<file path="src/design/esl_pkg.sv">
// Package for the event stream line parser: types, character codes and the
// per-byte parsing functions of the parser core; the checker uses its types.
// No dependencies.
`timescale 1ns / 1ps

package esl_pkg;

    // Retry values must fit in this many bits to be reported.
    localparam int RETRY_BITS = 32;
    localparam int RETRY_WIDE = RETRY_BITS + 4;
    localparam int RES_RETRY_W = 32;

    // Result queue geometry.
    localparam int FIFO_DEPTH = 4;
    localparam int FIFO_AW = $clog2(FIFO_DEPTH);
    localparam int FIFO_CW = $clog2(FIFO_DEPTH + 1);

    // Character codes.
    localparam logic [7:0] CH_LF = 8'h0A;
    localparam logic [7:0] CH_CR = 8'h0D;
    localparam logic [7:0] CH_SPACE = 8'h20;
    localparam logic [7:0] CH_ZERO = 8'h30;
    localparam logic [7:0] CH_NINE = 8'h39;
    localparam logic [7:0] CH_COLON = 8'h3A;

    // Bit positions in the name miss mask.
    localparam int MISS_DATA = 0;
    localparam int MISS_EVENT = 1;
    localparam int MISS_ID = 2;
    localparam int MISS_RETRY = 3;

    localparam logic [2:0] NAME_POS_MAX = 3'd7;

    typedef enum logic [3:0] {
        K_DATA_BYTE   = 4'd0,
        K_EVENT_CLEAR = 4'd1,
        K_EVENT_BYTE  = 4'd2,
        K_ID_BEGIN    = 4'd3,
        K_ID_BYTE     = 4'd4,
        K_ID_END      = 4'd5,
        K_RETRY_SET   = 4'd6,
        K_DISPATCH    = 4'd7,
        K_DISCARD     = 4'd8
    } t_kind;

    typedef enum logic [1:0] {
        PH_START   = 2'd0,
        PH_NAME    = 2'd1,
        PH_VALUE   = 2'd2,
        PH_COMMENT = 2'd3
    } t_phase;

    typedef enum logic [2:0] {
        SEL_NONE  = 3'd0,
        SEL_DATA  = 3'd1,
        SEL_EVENT = 3'd2,
        SEL_ID    = 3'd3,
        SEL_RETRY = 3'd4
    } t_sel;

    typedef struct packed {
        t_phase                  phase;
        logic [2:0]              name_pos;
        logic [3:0]              name_miss;
        t_sel                    field_sel;
        logic                    first_value;
        logic                    newline_owed;
        logic                    data_present;
        logic                    name_present;
        logic                    id_nul_seen;
        logic [RETRY_BITS-1:0]   retry_acc;
        logic                    retry_invalid;
        logic                    retry_digit_seen;
    } t_state;

    localparam t_state STATE_RESET = '0;

    typedef struct packed {
        t_kind                   kind;
        logic [7:0]              data;
        logic [RES_RETRY_W-1:0]  retry;
        logic                    id_ok;
        logic                    named;
        logic                    last;
    } t_result;

    // One content byte: at most one result.
    typedef struct packed {
        t_state  st;
        logic    hit;
        t_result res;
    } t_step;

    // Up to two results pushed into the result queue in the same cycle.
    typedef struct packed {
        logic [1:0] cnt;
        t_result    res0;
        t_result    res1;
    } t_push;

    typedef struct packed {
        t_state st;
        t_push  push;
    } t_step2;

    function automatic t_result mk_res(t_kind kind, logic [7:0] data,
                                       logic [RES_RETRY_W-1:0] retry,
                                       logic ok, logic named);
        t_result r;
        r.kind = kind;
        r.data = data;
        r.retry = retry;
        r.id_ok = ok;
        r.named = named;
        r.last = 1'b0;
        return r;
    endfunction

    // True when byte c matches the field name sel at position pos.
    function automatic logic name_hit(t_sel sel, logic [2:0] pos, logic [7:0] c);
        logic hit;
        hit = 1'b0;
        case (sel)
            SEL_DATA: begin
                case (pos)
                    3'd0: hit = (c == "d");
                    3'd1: hit = (c == "a");
                    3'd2: hit = (c == "t");
                    3'd3: hit = (c == "a");
                    default: hit = 1'b0;
                endcase
            end
            SEL_EVENT: begin
                case (pos)
                    3'd0: hit = (c == "e");
                    3'd1: hit = (c == "v");
                    3'd2: hit = (c == "e");
                    3'd3: hit = (c == "n");
                    3'd4: hit = (c == "t");
                    default: hit = 1'b0;
                endcase
            end
            SEL_ID: begin
                case (pos)
                    3'd0: hit = (c == "i");
                    3'd1: hit = (c == "d");
                    default: hit = 1'b0;
                endcase
            end
            SEL_RETRY: begin
                case (pos)
                    3'd0: hit = (c == "r");
                    3'd1: hit = (c == "e");
                    3'd2: hit = (c == "t");
                    3'd3: hit = (c == "r");
                    3'd4: hit = (c == "y");
                    default: hit = 1'b0;
                endcase
            end
            default: hit = 1'b0;
        endcase
        return hit;
    endfunction

    // Advance the name matcher by one byte; position saturates.
    function automatic t_state name_char(t_state st, logic [7:0] c);
        t_state s;
        s = st;
        if (!name_hit(SEL_DATA, st.name_pos, c))  s.name_miss[MISS_DATA] = 1'b1;
        if (!name_hit(SEL_EVENT, st.name_pos, c)) s.name_miss[MISS_EVENT] = 1'b1;
        if (!name_hit(SEL_ID, st.name_pos, c))    s.name_miss[MISS_ID] = 1'b1;
        if (!name_hit(SEL_RETRY, st.name_pos, c)) s.name_miss[MISS_RETRY] = 1'b1;
        if (st.name_pos != NAME_POS_MAX) s.name_pos = st.name_pos + 3'd1;
        return s;
    endfunction

    function automatic t_sel match_field(t_state st);
        t_sel sel;
        if (!st.name_miss[MISS_DATA] && st.name_pos == 3'd4) begin
            sel = SEL_DATA;
        end else if (!st.name_miss[MISS_EVENT] && st.name_pos == 3'd5) begin
            sel = SEL_EVENT;
        end else if (!st.name_miss[MISS_ID] && st.name_pos == 3'd2) begin
            sel = SEL_ID;
        end else if (!st.name_miss[MISS_RETRY] && st.name_pos == 3'd5) begin
            sel = SEL_RETRY;
        end else begin
            sel = SEL_NONE;
        end
        return sel;
    endfunction

    // One byte that is part of a line (not a line end).
    function automatic t_step content_byte(t_state st, logic [7:0] c);
        t_step                 o;
        logic                  skip;
        logic [RETRY_WIDE-1:0] wide;
        o.st = st;
        o.hit = 1'b0;
        o.res = mk_res(K_DATA_BYTE, 8'h00, '0, 1'b0, 1'b0);
        skip = 1'b0;
        wide = (RETRY_WIDE'(st.retry_acc) << 3) + (RETRY_WIDE'(st.retry_acc) << 1)
             + RETRY_WIDE'(c[3:0]);
        case (st.phase)
            PH_START: begin
                if (c == CH_COLON) begin
                    o.st.phase = PH_COMMENT;
                end else begin
                    o.st.phase = PH_NAME;
                    o.st.name_pos = 3'd0;
                    o.st.name_miss = 4'd0;
                    o.st = name_char(o.st, c);
                end
            end
            PH_NAME: begin
                if (c == CH_COLON) begin
                    // Field name complete: select the field and open the value
                    o.st.field_sel = match_field(st);
                    o.st.phase = PH_VALUE;
                    o.st.first_value = 1'b1;
                    case (o.st.field_sel)
                        SEL_DATA: begin
                            if (st.newline_owed) begin
                                o.hit = 1'b1;
                                o.res = mk_res(K_DATA_BYTE, CH_LF, '0, 1'b0, 1'b0);
                                o.st.newline_owed = 1'b0;
                            end
                        end
                        SEL_EVENT: begin
                            o.hit = 1'b1;
                            o.res = mk_res(K_EVENT_CLEAR, 8'h00, '0, 1'b0, 1'b0);
                            o.st.name_present = 1'b0;
                        end
                        SEL_ID: begin
                            o.hit = 1'b1;
                            o.res = mk_res(K_ID_BEGIN, 8'h00, '0, 1'b0, 1'b0);
                            o.st.id_nul_seen = 1'b0;
                        end
                        SEL_RETRY: begin
                            o.st.retry_acc = '0;
                            o.st.retry_invalid = 1'b0;
                            o.st.retry_digit_seen = 1'b0;
                        end
                        default: ;
                    endcase
                end else begin
                    o.st = name_char(st, c);
                end
            end
            PH_VALUE: begin
                // Drop one leading space of the value
                if (st.first_value) begin
                    o.st.first_value = 1'b0;
                    skip = (c == CH_SPACE);
                end
                if (!skip) begin
                    case (st.field_sel)
                        SEL_DATA: begin
                            o.hit = 1'b1;
                            o.res = mk_res(K_DATA_BYTE, c, '0, 1'b0, 1'b0);
                        end
                        SEL_EVENT: begin
                            o.hit = 1'b1;
                            o.res = mk_res(K_EVENT_BYTE, c, '0, 1'b0, 1'b0);
                            o.st.name_present = 1'b1;
                        end
                        SEL_ID: begin
                            o.hit = 1'b1;
                            o.res = mk_res(K_ID_BYTE, c, '0, 1'b0, 1'b0);
                            if (c == 8'h00) o.st.id_nul_seen = 1'b1;
                        end
                        SEL_RETRY: begin
                            if (c < CH_ZERO || c > CH_NINE) begin
                                o.st.retry_invalid = 1'b1;
                            end else if (!st.retry_invalid) begin
                                o.st.retry_digit_seen = 1'b1;
                                if (|wide[RETRY_WIDE-1:RETRY_BITS]) begin
                                    o.st.retry_invalid = 1'b1;
                                end else begin
                                    o.st.retry_acc = wide[RETRY_BITS-1:0];
                                end
                            end
                        end
                        default: ;
                    endcase
                end
            end
            default: ;
        endcase
        return o;
    endfunction

    // Line end (LF, or CR LF).
    function automatic t_step2 line_end(t_state st);
        t_step2 o;
        t_sel   sel;
        o.st = st;
        o.push.cnt = 2'd0;
        o.push.res0 = mk_res(K_DATA_BYTE, 8'h00, '0, 1'b0, 1'b0);
        o.push.res1 = mk_res(K_DATA_BYTE, 8'h00, '0, 1'b0, 1'b0);
        sel = match_field(st);
        case (st.phase)
            PH_START: begin
                o.push.cnt = 2'd1;
                if (st.data_present) begin
                    o.push.res0 = mk_res(K_DISPATCH, 8'h00, '0, 1'b0, st.name_present);
                end else begin
                    o.push.res0 = mk_res(K_DISCARD, 8'h00, '0, 1'b0, 1'b0);
                end
                o.st.data_present = 1'b0;
                o.st.name_present = 1'b0;
                o.st.newline_owed = 1'b0;
            end
            PH_NAME: begin
                // Field without a colon: empty value
                case (sel)
                    SEL_DATA: begin
                        if (st.newline_owed) begin
                            o.push.cnt = 2'd1;
                            o.push.res0 = mk_res(K_DATA_BYTE, CH_LF, '0, 1'b0, 1'b0);
                        end
                        o.st.newline_owed = 1'b1;
                        o.st.data_present = 1'b1;
                    end
                    SEL_EVENT: begin
                        o.push.cnt = 2'd1;
                        o.push.res0 = mk_res(K_EVENT_CLEAR, 8'h00, '0, 1'b0, 1'b0);
                        o.st.name_present = 1'b0;
                    end
                    SEL_ID: begin
                        o.push.cnt = 2'd2;
                        o.push.res0 = mk_res(K_ID_BEGIN, 8'h00, '0, 1'b0, 1'b0);
                        o.push.res1 = mk_res(K_ID_END, 8'h00, '0, 1'b1, 1'b0);
                    end
                    default: ;
                endcase
            end
            PH_VALUE: begin
                case (st.field_sel)
                    SEL_DATA: begin
                        o.st.newline_owed = 1'b1;
                        o.st.data_present = 1'b1;
                    end
                    SEL_ID: begin
                        o.push.cnt = 2'd1;
                        o.push.res0 = mk_res(K_ID_END, 8'h00, '0, !st.id_nul_seen, 1'b0);
                    end
                    SEL_RETRY: begin
                        if (st.retry_digit_seen && !st.retry_invalid) begin
                            o.push.cnt = 2'd1;
                            o.push.res0 = mk_res(K_RETRY_SET, 8'h00,
                                                 RES_RETRY_W'(st.retry_acc), 1'b0, 1'b0);
                        end
                    end
                    default: ;
                endcase
            end
            default: ;
        endcase
        o.st.phase = PH_START;
        o.st.field_sel = SEL_NONE;
        o.st.first_value = 1'b0;
        o.st.name_pos = 3'd0;
        o.st.name_miss = 4'd0;
        return o;
    endfunction

endpackage

</file>
<file path="src/design/esl_parser.sv">
// Parser core: line state and CR hold-back, one byte per step, up to two
// results per byte. Depends on esl_pkg.
`timescale 1ns / 1ps

module esl_parser
    import esl_pkg::*;
(
    input  logic       i_clk,
    input  logic       i_rst_n,
    input  logic       i_step,
    input  logic [7:0] i_byte,
    output t_push      o_push
);

    t_state r_state, n_state;
    logic   r_cr_pending, n_cr_pending;
    t_step  first_step;
    t_step  second_step;
    t_step2 end_step;
    t_push  push;

    // Candidate steps: line end, held/plain content byte, byte after a held CR
    assign end_step = line_end(r_state);
    assign first_step = content_byte(r_state, r_cr_pending ? CH_CR : i_byte);
    assign second_step = content_byte(first_step.st, i_byte);

    // Pick the path for this byte and collect its results
    always_comb begin
        n_state = r_state;
        n_cr_pending = r_cr_pending;
        push.cnt = 2'd0;
        push.res0 = mk_res(K_DATA_BYTE, 8'h00, '0, 1'b0, 1'b0);
        push.res1 = push.res0;
        if (r_cr_pending) begin
            n_cr_pending = 1'b0;
            if (i_byte == CH_LF) begin
                n_state = end_step.st;
                push = end_step.push;
            end else if (i_byte == CH_CR) begin
                // Held CR becomes content; the new CR is held in turn
                n_cr_pending = 1'b1;
                n_state = first_step.st;
                push.cnt = {1'b0, first_step.hit};
                push.res0 = first_step.res;
            end else begin
                n_state = second_step.st;
                if (first_step.hit) begin
                    push.res0 = first_step.res;
                    push.res1 = second_step.res;
                    push.cnt = second_step.hit ? 2'd2 : 2'd1;
                end else begin
                    push.res0 = second_step.res;
                    push.cnt = {1'b0, second_step.hit};
                end
            end
        end else if (i_byte == CH_CR) begin
            n_cr_pending = 1'b1;
        end else if (i_byte == CH_LF) begin
            n_state = end_step.st;
            push = end_step.push;
        end else begin
            n_state = first_step.st;
            push.cnt = {1'b0, first_step.hit};
            push.res0 = first_step.res;
        end
        // Mark the final result of this byte
        push.res0.last = (push.cnt == 2'd1);
        push.res1.last = 1'b1;
    end

    assign o_push.cnt = i_step ? push.cnt : 2'd0;
    assign o_push.res0 = push.res0;
    assign o_push.res1 = push.res1;

    // Advance the parser state on each processed byte
    always_ff @(posedge i_clk) begin
        if (!i_rst_n) begin
            r_state <= STATE_RESET;
            r_cr_pending <= 1'b0;
        end else if (i_step) begin
            r_state <= n_state;
            r_cr_pending <= n_cr_pending;
        end
    end

endmodule

</file>
<file path="src/design/esl_res_fifo.sv">
// Result queue: takes up to two results per cycle, hands out one per cycle when popped.
// Depends on esl_pkg.
`timescale 1ns / 1ps

module esl_res_fifo
    import esl_pkg::*;
(
    input  logic    i_clk,
    input  logic    i_rst_n,
    input  t_push   i_push,
    input  logic    i_pop,
    output logic    o_room,
    output logic    o_valid,
    output t_result o_head
);

    t_result              r_mem [FIFO_DEPTH];
    logic [FIFO_AW-1:0]   r_wr_ptr, n_wr_ptr;
    logic [FIFO_AW-1:0]   r_rd_ptr, n_rd_ptr;
    logic [FIFO_CW-1:0]   r_count, n_count;
    logic                 pop;

    assign o_valid = (r_count != '0);
    assign o_head = r_mem[r_rd_ptr];
    assign pop = o_valid && i_pop;
    // Room for a worst-case byte, judged on the registered count only
    assign o_room = (r_count <= FIFO_CW'(FIFO_DEPTH - 2));

    always_comb begin
        n_wr_ptr = r_wr_ptr + FIFO_AW'(i_push.cnt);
        n_rd_ptr = r_rd_ptr + FIFO_AW'(pop);
        n_count = r_count + FIFO_CW'(i_push.cnt) - FIFO_CW'(pop);
    end

    // Store incoming results
    always_ff @(posedge i_clk) begin
        if (i_push.cnt != 2'd0) r_mem[r_wr_ptr] <= i_push.res0;
        if (i_push.cnt == 2'd2) r_mem[r_wr_ptr + FIFO_AW'(1)] <= i_push.res1;
    end

    // Advance pointers and count
    always_ff @(posedge i_clk) begin
        if (!i_rst_n) begin
            r_wr_ptr <= '0;
            r_rd_ptr <= '0;
            r_count <= '0;
        end else begin
            r_wr_ptr <= n_wr_ptr;
            r_rd_ptr <= n_rd_ptr;
            r_count <= n_count;
        end
    end

endmodule

</file>
<file path="src/design/event_stream_line_parser.sv">
// Top level of the event stream line parser: input register, parser core
// and result queue. Depends on esl_pkg, esl_parser and esl_res_fifo.
//
// Usage: feed raw stream bytes on i_in_byte with i_in_valid; a byte is
// transferred at a clock edge where i_in_valid is high and o_in_stall low.
// Each byte yields zero, one or two tagged results on the output channel
// (o_kind, o_out_byte, o_retry_value, o_id_ok, o_named_event, o_last),
// transferred where o_out_valid is high and i_out_stall low. o_last marks
// the final result of a byte. A CR is held until the next byte arrives.
// A transferred byte waits in the input register while the queue lacks room;
// once parsed, its results are written into the queue and offered from its head.
// Throughput: one byte per cycle while each byte yields at most one
// result and the receiver does not stall; the single output port sets the
// rate at one result per cycle, so a byte with two results holds the output
// for both of them in turn. The four-entry result queue absorbs the
// difference and stalls the input when fewer than two entries are free.
// Reset (synchronous, active low) clears the line state, the held CR and
// the queue. While the receiver stalls, the head result holds and the
// queue fills, then o_in_stall rises; no result is lost.
`timescale 1ns / 1ps

module event_stream_line_parser
    import esl_pkg::*;
(
    input  logic                   i_clk,
    input  logic                   i_rst_n,
    input  logic                   i_in_valid,
    output logic                   o_in_stall,
    input  logic [7:0]             i_in_byte,
    output logic                   o_out_valid,
    input  logic                   i_out_stall,
    output logic [3:0]             o_kind,
    output logic [7:0]             o_out_byte,
    output logic [RES_RETRY_W-1:0] o_retry_value,
    output logic                   o_id_ok,
    output logic                   o_named_event,
    output logic                   o_last
);

    logic       r_in_valid, n_in_valid;
    logic [7:0] r_in_byte;
    logic       room;
    logic       step;
    logic       accept;
    t_push      push;
    t_result    head;

    // Input register handshake
    assign step = r_in_valid && room;
    assign o_in_stall = r_in_valid && !room;
    assign accept = i_in_valid && !o_in_stall;

    always_comb begin
        n_in_valid = r_in_valid;
        if (accept) n_in_valid = 1'b1;
        else if (step) n_in_valid = 1'b0;
    end

    always_ff @(posedge i_clk) begin
        if (!i_rst_n) begin
            r_in_valid <= 1'b0;
        end else begin
            r_in_valid <= n_in_valid;
        end
    end

    // Hold the byte until the parser takes it
    always_ff @(posedge i_clk) begin
        if (accept) r_in_byte <= i_in_byte;
    end

    esl_parser u_parser (
        .i_clk   (i_clk),
        .i_rst_n (i_rst_n),
        .i_step  (step),
        .i_byte  (r_in_byte),
        .o_push  (push)
    );

    esl_res_fifo u_fifo (
        .i_clk   (i_clk),
        .i_rst_n (i_rst_n),
        .i_push  (push),
        .i_pop   (!i_out_stall),
        .o_room  (room),
        .o_valid (o_out_valid),
        .o_head  (head)
    );

    // Drive result fields from the queue head
    assign o_kind = head.kind;
    assign o_out_byte = head.data;
    assign o_retry_value = head.retry;
    assign o_id_ok = head.id_ok;
    assign o_named_event = head.named;
    assign o_last = head.last;

endmodule

</file>
<file path="config.mk">
export PLATFORM = sky130hd
export DESIGN_NAME = event_stream_line_parser
export DESIGN_NICKNAME = d
export VERILOG_FILES = /design/src/design/esl_pkg.sv /design/src/design/esl_parser.sv /design/src/design/esl_res_fifo.sv /design/src/design/event_stream_line_parser.sv
export SDC_FILE = /design/constraint.sdc
export NUM_CORES = 1
export LEC_CHECK = 0
export BUFFER_PORTS_ARGS = -buffer_cell sky130_fd_sc_hd__buf_2
export CAP_MARGIN = 20
export CORE_MARGIN = 2
export CORE_UTILIZATION = 50
export CTS_CLUSTER_SIZE = 24
export DETAILED_ROUTE_END_ITERATION = 8
export GPL_ROUTABILITY_DRIVEN = 1
export MAX_ROUTING_LAYER = met4
export PLACE_DENSITY = 0.69
export SLEW_MARGIN = 40
export SYNTH_ARGS = -nofsm -noshare
export SYNTH_HDL_FRONTEND = slang
export SYNTH_SLANG_ARGS = --single-unit
</file>
<file path="constraint.sdc">
create_clock -name i_clk -period 8.2 [get_ports i_clk]
set_clock_uncertainty 0.05 [all_clocks]
set_input_delay 0 -clock i_clk [delete_from_list [all_inputs] [get_ports i_clk]]
set_output_delay 0 -clock i_clk [all_outputs]
set_load 0.05 [all_outputs]
</file>
# Word level (Yosys, flattened, before mapping)
# Memory sizes are Yosys's and may differ from the RTL's. A register that Yosys moved wholly into a read port is not among the register bits.
# Index checks and enable logic that the tools add are counted.
# word_totals
register_bits	68
elab_cells	319
mem_count	1
latchBits	0
romBits	0
in_bits	12
ram_bits	188
# op_classes
reduce_logical	47
mul	0
div	0
order_cmp	5
mux	174
shifts	0
addsub	11
bitwise_logic	1
n_eq_ne	62
# mem_list
name	depth	word_bits	rd	rd_ports_with_merged_regs	write_ports	line_no	text
u_fifo.r_mem	4	47	1	1	2	esl_res_fifo.sv:17	t_result r_mem [FIFO_DEPTH];
# op_table
cell	n
one-hot mux 48 bit (3 select lines)	4
one-hot mux 49 bit (3 select lines)	2
two-way mux 48 bit	6
two-way mux 96 bit	3
one-hot mux 48 bit (2 select lines)	3
two-way mux 51 bit	5
two-way mux 49 bit	5
two-way mux 47 bit	5
one-hot mux 36 bit (3 select lines)	2
two-way mux 34 bit	6
two-way mux 84 bit	2
== test 8 x 7 -> 1 bit, second input constant	18
two-way mux 32 bit	4
two-way mux 1 bit	80
adder 35 x 33 -> 36 bit	2
adder 36 x 4 -> 36 bit	2
two-way mux 36 bit	2
one-hot mux 12 bit (2 select lines)	2
two-way mux 46 bit	1
== test 3 x 2 -> 1 bit, second input constant	14
two-way mux 3 bit	14
== test 8 x 6 -> 1 bit, second input constant	4
== test 3 bit, second input constant	8
== test 3 x 1 -> 1 bit, second input constant	7
36 further kinds	99

# Depth between registers and ports, before layout
# logic_depth
ltp_word	33
mapped_depth	32
depth_no_buf	29

# Cells and area by module
# Synthesis repeated with hierarchy kept, for this count alone.
# hier_totals
hier_cells	1943
area_unflattened_um2	19610.1
# modules_own_cells
mod	seq_area_each_um2	instances	area_each_um2	cells_each
esl_parser	1041.0	1	9769.4	1430
esl_res_fifo	5785.5	1	9542.9	499
event_stream_line_parser	260.2	1	297.8	14

# Worst setup path before layout
# Ideal clock, no wire load.
# synth_timing
path_type	reg2reg
from	register u_parser.r_cr_pending
to	register u_parser.r_state, in the netlist u_parser.end_step[121]
stages_incl_launch_ff	31
slack_ns	0.301
period_less_slack_ns	7.899
t_arrival_ns	7.770
setup_time_ns	0.079
required_time_ns	8.071
path_buffers	4
path_cell_list	dfxtp_1 > clkbuf_1 > clkbuf_1 > or2_2 > ha_1 > ha_1 > fa_1 > a211oi_2 > o211ai_2 > a41oi_4 > a2111oi_4 > nor4_1 > nor4b_2 > o41a_1 > or2_1 > clkbuf_1 > a22o_1 > ha_1 > ha_1 > fa_1 > a211oi_1 > o211ai_1 > a221oi_2 > o32ai_2 > a31oi_1 > nand2_1 > a221oi_4 > o311a_4 > nand3_2 > buf_4 > o211ai_1
# synth_between
elab_chain_len	23
word_cells_on_any_way	106
classes_between	3 x add/sub; 2 x order compare; 19 x eq/ne; 69 x mux; 13 x reduce/logical
# synth_lines
element	line_no	text
start, declared	esl_parser.sv:16	logic r_cr_pending, n_cr_pending;
start signal, assigned	esl_parser.sv:82	r_cr_pending <= n_cr_pending;
parallel branches: the longest is 23 deep, another holds adder 36 x 4 -> 36 bit	-	
end signal, assigned	esl_parser.sv:81	r_state <= n_state;
end, declared	esl_parser.sv:15	t_state r_state, n_state;
# Several ways; the timed one is not identified. The select of a mux whose other input is x is not followed.
# A chain may end at the register's enable or synchronous reset.

# Worst setup path in the final report
# layout_timing
from	register r_in_byte[2]
to	register u_parser.r_state, in the netlist u_parser.end_step[120]
# layout_between
elab_chain_len	23
word_cells_on_any_way	114
classes_between	3 x add/sub; 4 x order compare; 23 x eq/ne; 69 x mux; 1 x bitwise; 14 x reduce/logical
# layout_lines
element	line_no	text
start, declared	event_stream_line_parser.sv:41	logic [7:0] r_in_byte;
start signal, assigned	event_stream_line_parser.sv:69	if (accept) r_in_byte <= i_in_byte;
parallel branches: the longest is 23 deep, another holds adder 36 x 4 -> 36 bit	-	
# Several ways; the timed one is not identified. The select of a mux whose other input is x is not followed.

==> results_dict.tcl <==
set metrics [dict create \
    crit_fanout 9 \
    antenna_found_initial 0 \
    synth_flop_cell "dfxtp_1" \
    vias 16800 \
    io_buffers 60 \
    cp.required_ns 8.61 \
    htree_levels 1 \
    die_w_um 193 \
    initial_utilization 0.505 \
    yosysTopAreaCellShare 0.224 \
    core_um2 35400 \
    dieArea_um2 37300 \
    cap_violations 0 \
    drv_slew 0 \
    hp-class "in2reg" \
    die_h_um 193 \
    io_pins 61 \
    synth_cell_type_count 100 \
    synth.area.top_cells "dfxtp_1, ha_1, edfxtp_1" \
    cts_made_buffers 29 \
    ys_seq_area_frac 0.318 \
    hp-start "i_in_byte[0]" \
    gr-total-overflow 0 \
    fin_cells 2567 \
    clkTransAtPathRegs_ns 0.06 \
    antennaDiodeCount 0 \
    rsz0062_at_grt "false" \
    synth_area_per_cell_um2 8.70 \
    final_area_um2 20000 \
    powerDensity_nw_per_um2 164 \
    drc_errors 0 \
    max_stage_delay_ns 0.50 \
    fin_crit_sh 0.959 \
    layout-drive-gt1-share 0.150 \
    hold_end "r_in_byte[0]" \
    cp_num_buf_inv 6 \
    synth_edf_count 56 \
    placementRows 69 \
    grt_use_met2 0.492 \
    worst_ir_drop_vdd_v 0.000210 \
    synth_top_area_cell "dfxtp_1" \
    busiest_layer "met2" \
    synth_area_um2 17900 \
    final_nets 2247 \
    grt_use_met3 0.0348 \
    crit_family "compound AO/OA/AOI/OAI gates" \
    syn-num-nets 2216 \
    async_reset_ff_frac 0 \
    ant_nets 0 \
    dp_cells 2494 \
    firstDrtPassIters 6 \
    max_slew_margin 0.429 \
    critPathCaptureType "flip-flop" \
    timing_hold_violations_final 0 \
    wl_um 56900 \
    min_delay_path_depth 2 \
    setup_viol 0 \
    reg2reg_slack_ns 0.33 \
    worst_pin_slew_ns 0.855 \
    grt_max_degree 89 \
    clock_path_buffers 3 \
    yosys_warnings 0 \
    r2r_start "r_in_byte[2]" \
    outcome "finished clean" \
    grt_pass1_wl_um 89200 \
    crit_type "reg2reg" \
    worstSkewPairLatency_ns 0.57 \
    synth_cells 2052 \
    place.gp.congestion 1.01 \
    synth_seq_cells 256 \
    grt_pass1_vias 16100 \
    start_kind "flip-flop" \
    cts_sinks 256 \
    leakage_nw 7.66 \
    area_delta_synth_final_pct 11.8 \
    r2r-end "u_parser.end_step[120]" \
    wl_per_cell_um 22.2 \
    root_buffer "clkbuf_16" \
    grt.total_usage 0.312 \
    post-route-min-period_ns 7.87 \
    use_met1 0.424 \
    via_per_inst 6.53 \
    first_iter_violations 1708 \
    clock.fmax_mhz 127 \
    cts_tree "done" \
    arrival_ns 8.27 \
    tns_ns 0 \
    crit_path_top_delay_cell "fa_1" \
    dp_hpwl_um 39800 \
    dpl-instance-area_um2 18700 \
    r2r.worst_path.cells 32 \
]
## power by group
group	leakage (nW)	internal (mW)	switching [mW]	total [mW]
clock	0.479	0.766	0.571	1.34
combinational	5.14	0.213	0.376	0.589
sequential	2.05	1.31	0.0436	1.35
## cells in the final DEF (no fill, tap or decap), types with 16 or more instances in the layout
| cell type | count |
|---|---|
| o22ai_1 | 25 |
| edfxtp_1 | 56 |
| nor3_1 | 19 |
| ha_1 | 144 |
| a31oi_1 | 16 |
| clkbuf_16 | 29 |
| xor2_1 | 18 |
| a21oi_1 | 222 |
| nor2b_1 | 22 |
| o2bb2ai_1 | 24 |
| a22o_1 | 17 |
| o211ai_1 | 45 |
| nand2_1 | 270 |
| and2_1 | 23 |
| mux4_2 | 47 |
| o21ai_0 | 71 |
| a21o_1 | 34 |
| nor2_1 | 102 |
| a32o_1 | 35 |
| inv_1 | 43 |
| dfxtp_1 | 198 |
| nand4_1 | 21 |
| buf_2 | 60 |
| buf_4 | 62 |
| nand3_1 | 142 |
| xnor2_1 | 40 |
| nand2b_1 | 16 |
## cells in the mapped netlist (all sizes together) (9+ instances only)
library cell	n
nand2	270
a21oi	224
dfxtp	200
nand3	154
ha	147
nor2	110
clkbuf	97
o21ai	77
edfxtp	56
o211ai	51
mux4	47
inv	46
buf	42
xnor2	40
a32o	35
a21o	34
o22ai	25
o2bb2ai	25
and2	23
nor2b	22
nor3	22
nand4	21
a31oi	18
xor2	18
a22o	17
nand2b	16
o21a	14
a211oi	13
a22oi	12
and3	12
or2	12
o31ai	11
nor4b	9
or3	9
## worst max-delay path by stage
stage	end	cells past startpoint	startpoint
floorplan	u_parser.end_step[121]	30	u_parser.r_cr_pending
global placement	u_parser.end_step[111]	29	r_in_byte[2]
detailed placement	u_parser.end_step[111]	29	r_in_byte[2]
CTS	u_parser.end_step[110]	29	r_in_byte[2]
global route	u_parser.end_step[120]	31	r_in_byte[2]
finish	u_parser.end_step[120]	32	r_in_byte[2]
## per-stage QoR
| stage | setup slack [ns] | total power [mW] | util | hold WS, ns |
|---|---|---|---|---|
| floorplan | 0.301 | 1.78 | - | 0.0489 |
| global placement | 0.101 | 1.95 | 0.527 | 0.127 |
| detailed placement | -0.125 | 1.96 | 0.528 | 0.129 |
| CTS | 0.0152 | 3.29 | 0.560 | 0.0933 |
| global route | 0.0284 | 3.39 | 0.564 | 0.119 |
| finish | 0.335 | 3.28 | 0.564 | 0.115 |
## routing by layer
layer,wire length [µm],vias up
li1,-,7794
met1,25100,8131
met2,26100,735
met3,4330,103
met4,1430,0
met5,0,-
## cell families after synthesis
family,Yosys count,share of synthesized area
compound gates,633,0.243
xor+xnor,58,0.0284
fa+ha+maj,152,0.109
buf+inv,185,0.0420
flops,256,0.318
mux,51,0.0615
simple gates,717,0.198
## registers in the layout (all words and copies together) (netlist names)
register and count:
u_fifo.r_rd_ptr 2, r_in_byte 8, u_fifo.r_wr_ptr 2, u_fifo.r_count 3
u_parser.end_step 35, u_parser.r_cr_pending 1, u_fifo.r_mem 188, r_in_valid 1
u_parser.r_state 16
## timing repair
item | 4_1_cts | 5_1_grt
endpoints found under the setup margin | 27 | 33
endpoints found under the hold margin | 25 | 0
hold buffers | 11 | 0
pin swaps | 0 | 5
setup buffers | 2 | 6
gates resized for setup | 4 | 17
## worst register-to-register path, delay by kind of cell, from the launching register on
kind	cells	cell delay [ns]
and+or+nand+nor	4	1.07
adders and majority gates	5	1.66
DFF	1	0.38
AOI/OAI and AO/OA	17	3.73
buffers and inverters	6	0.84
## final cells by class
class	instances	area, µm²
well taps	461	577
clock buffers	37	806
multi-input cells	1611	11600
repair buffers	139	952
flip-flops and latches	256	5690
fillers	3178	15400
clock inverters	17	175
inverters	46	173
Power figures use the tool's default switching activity.
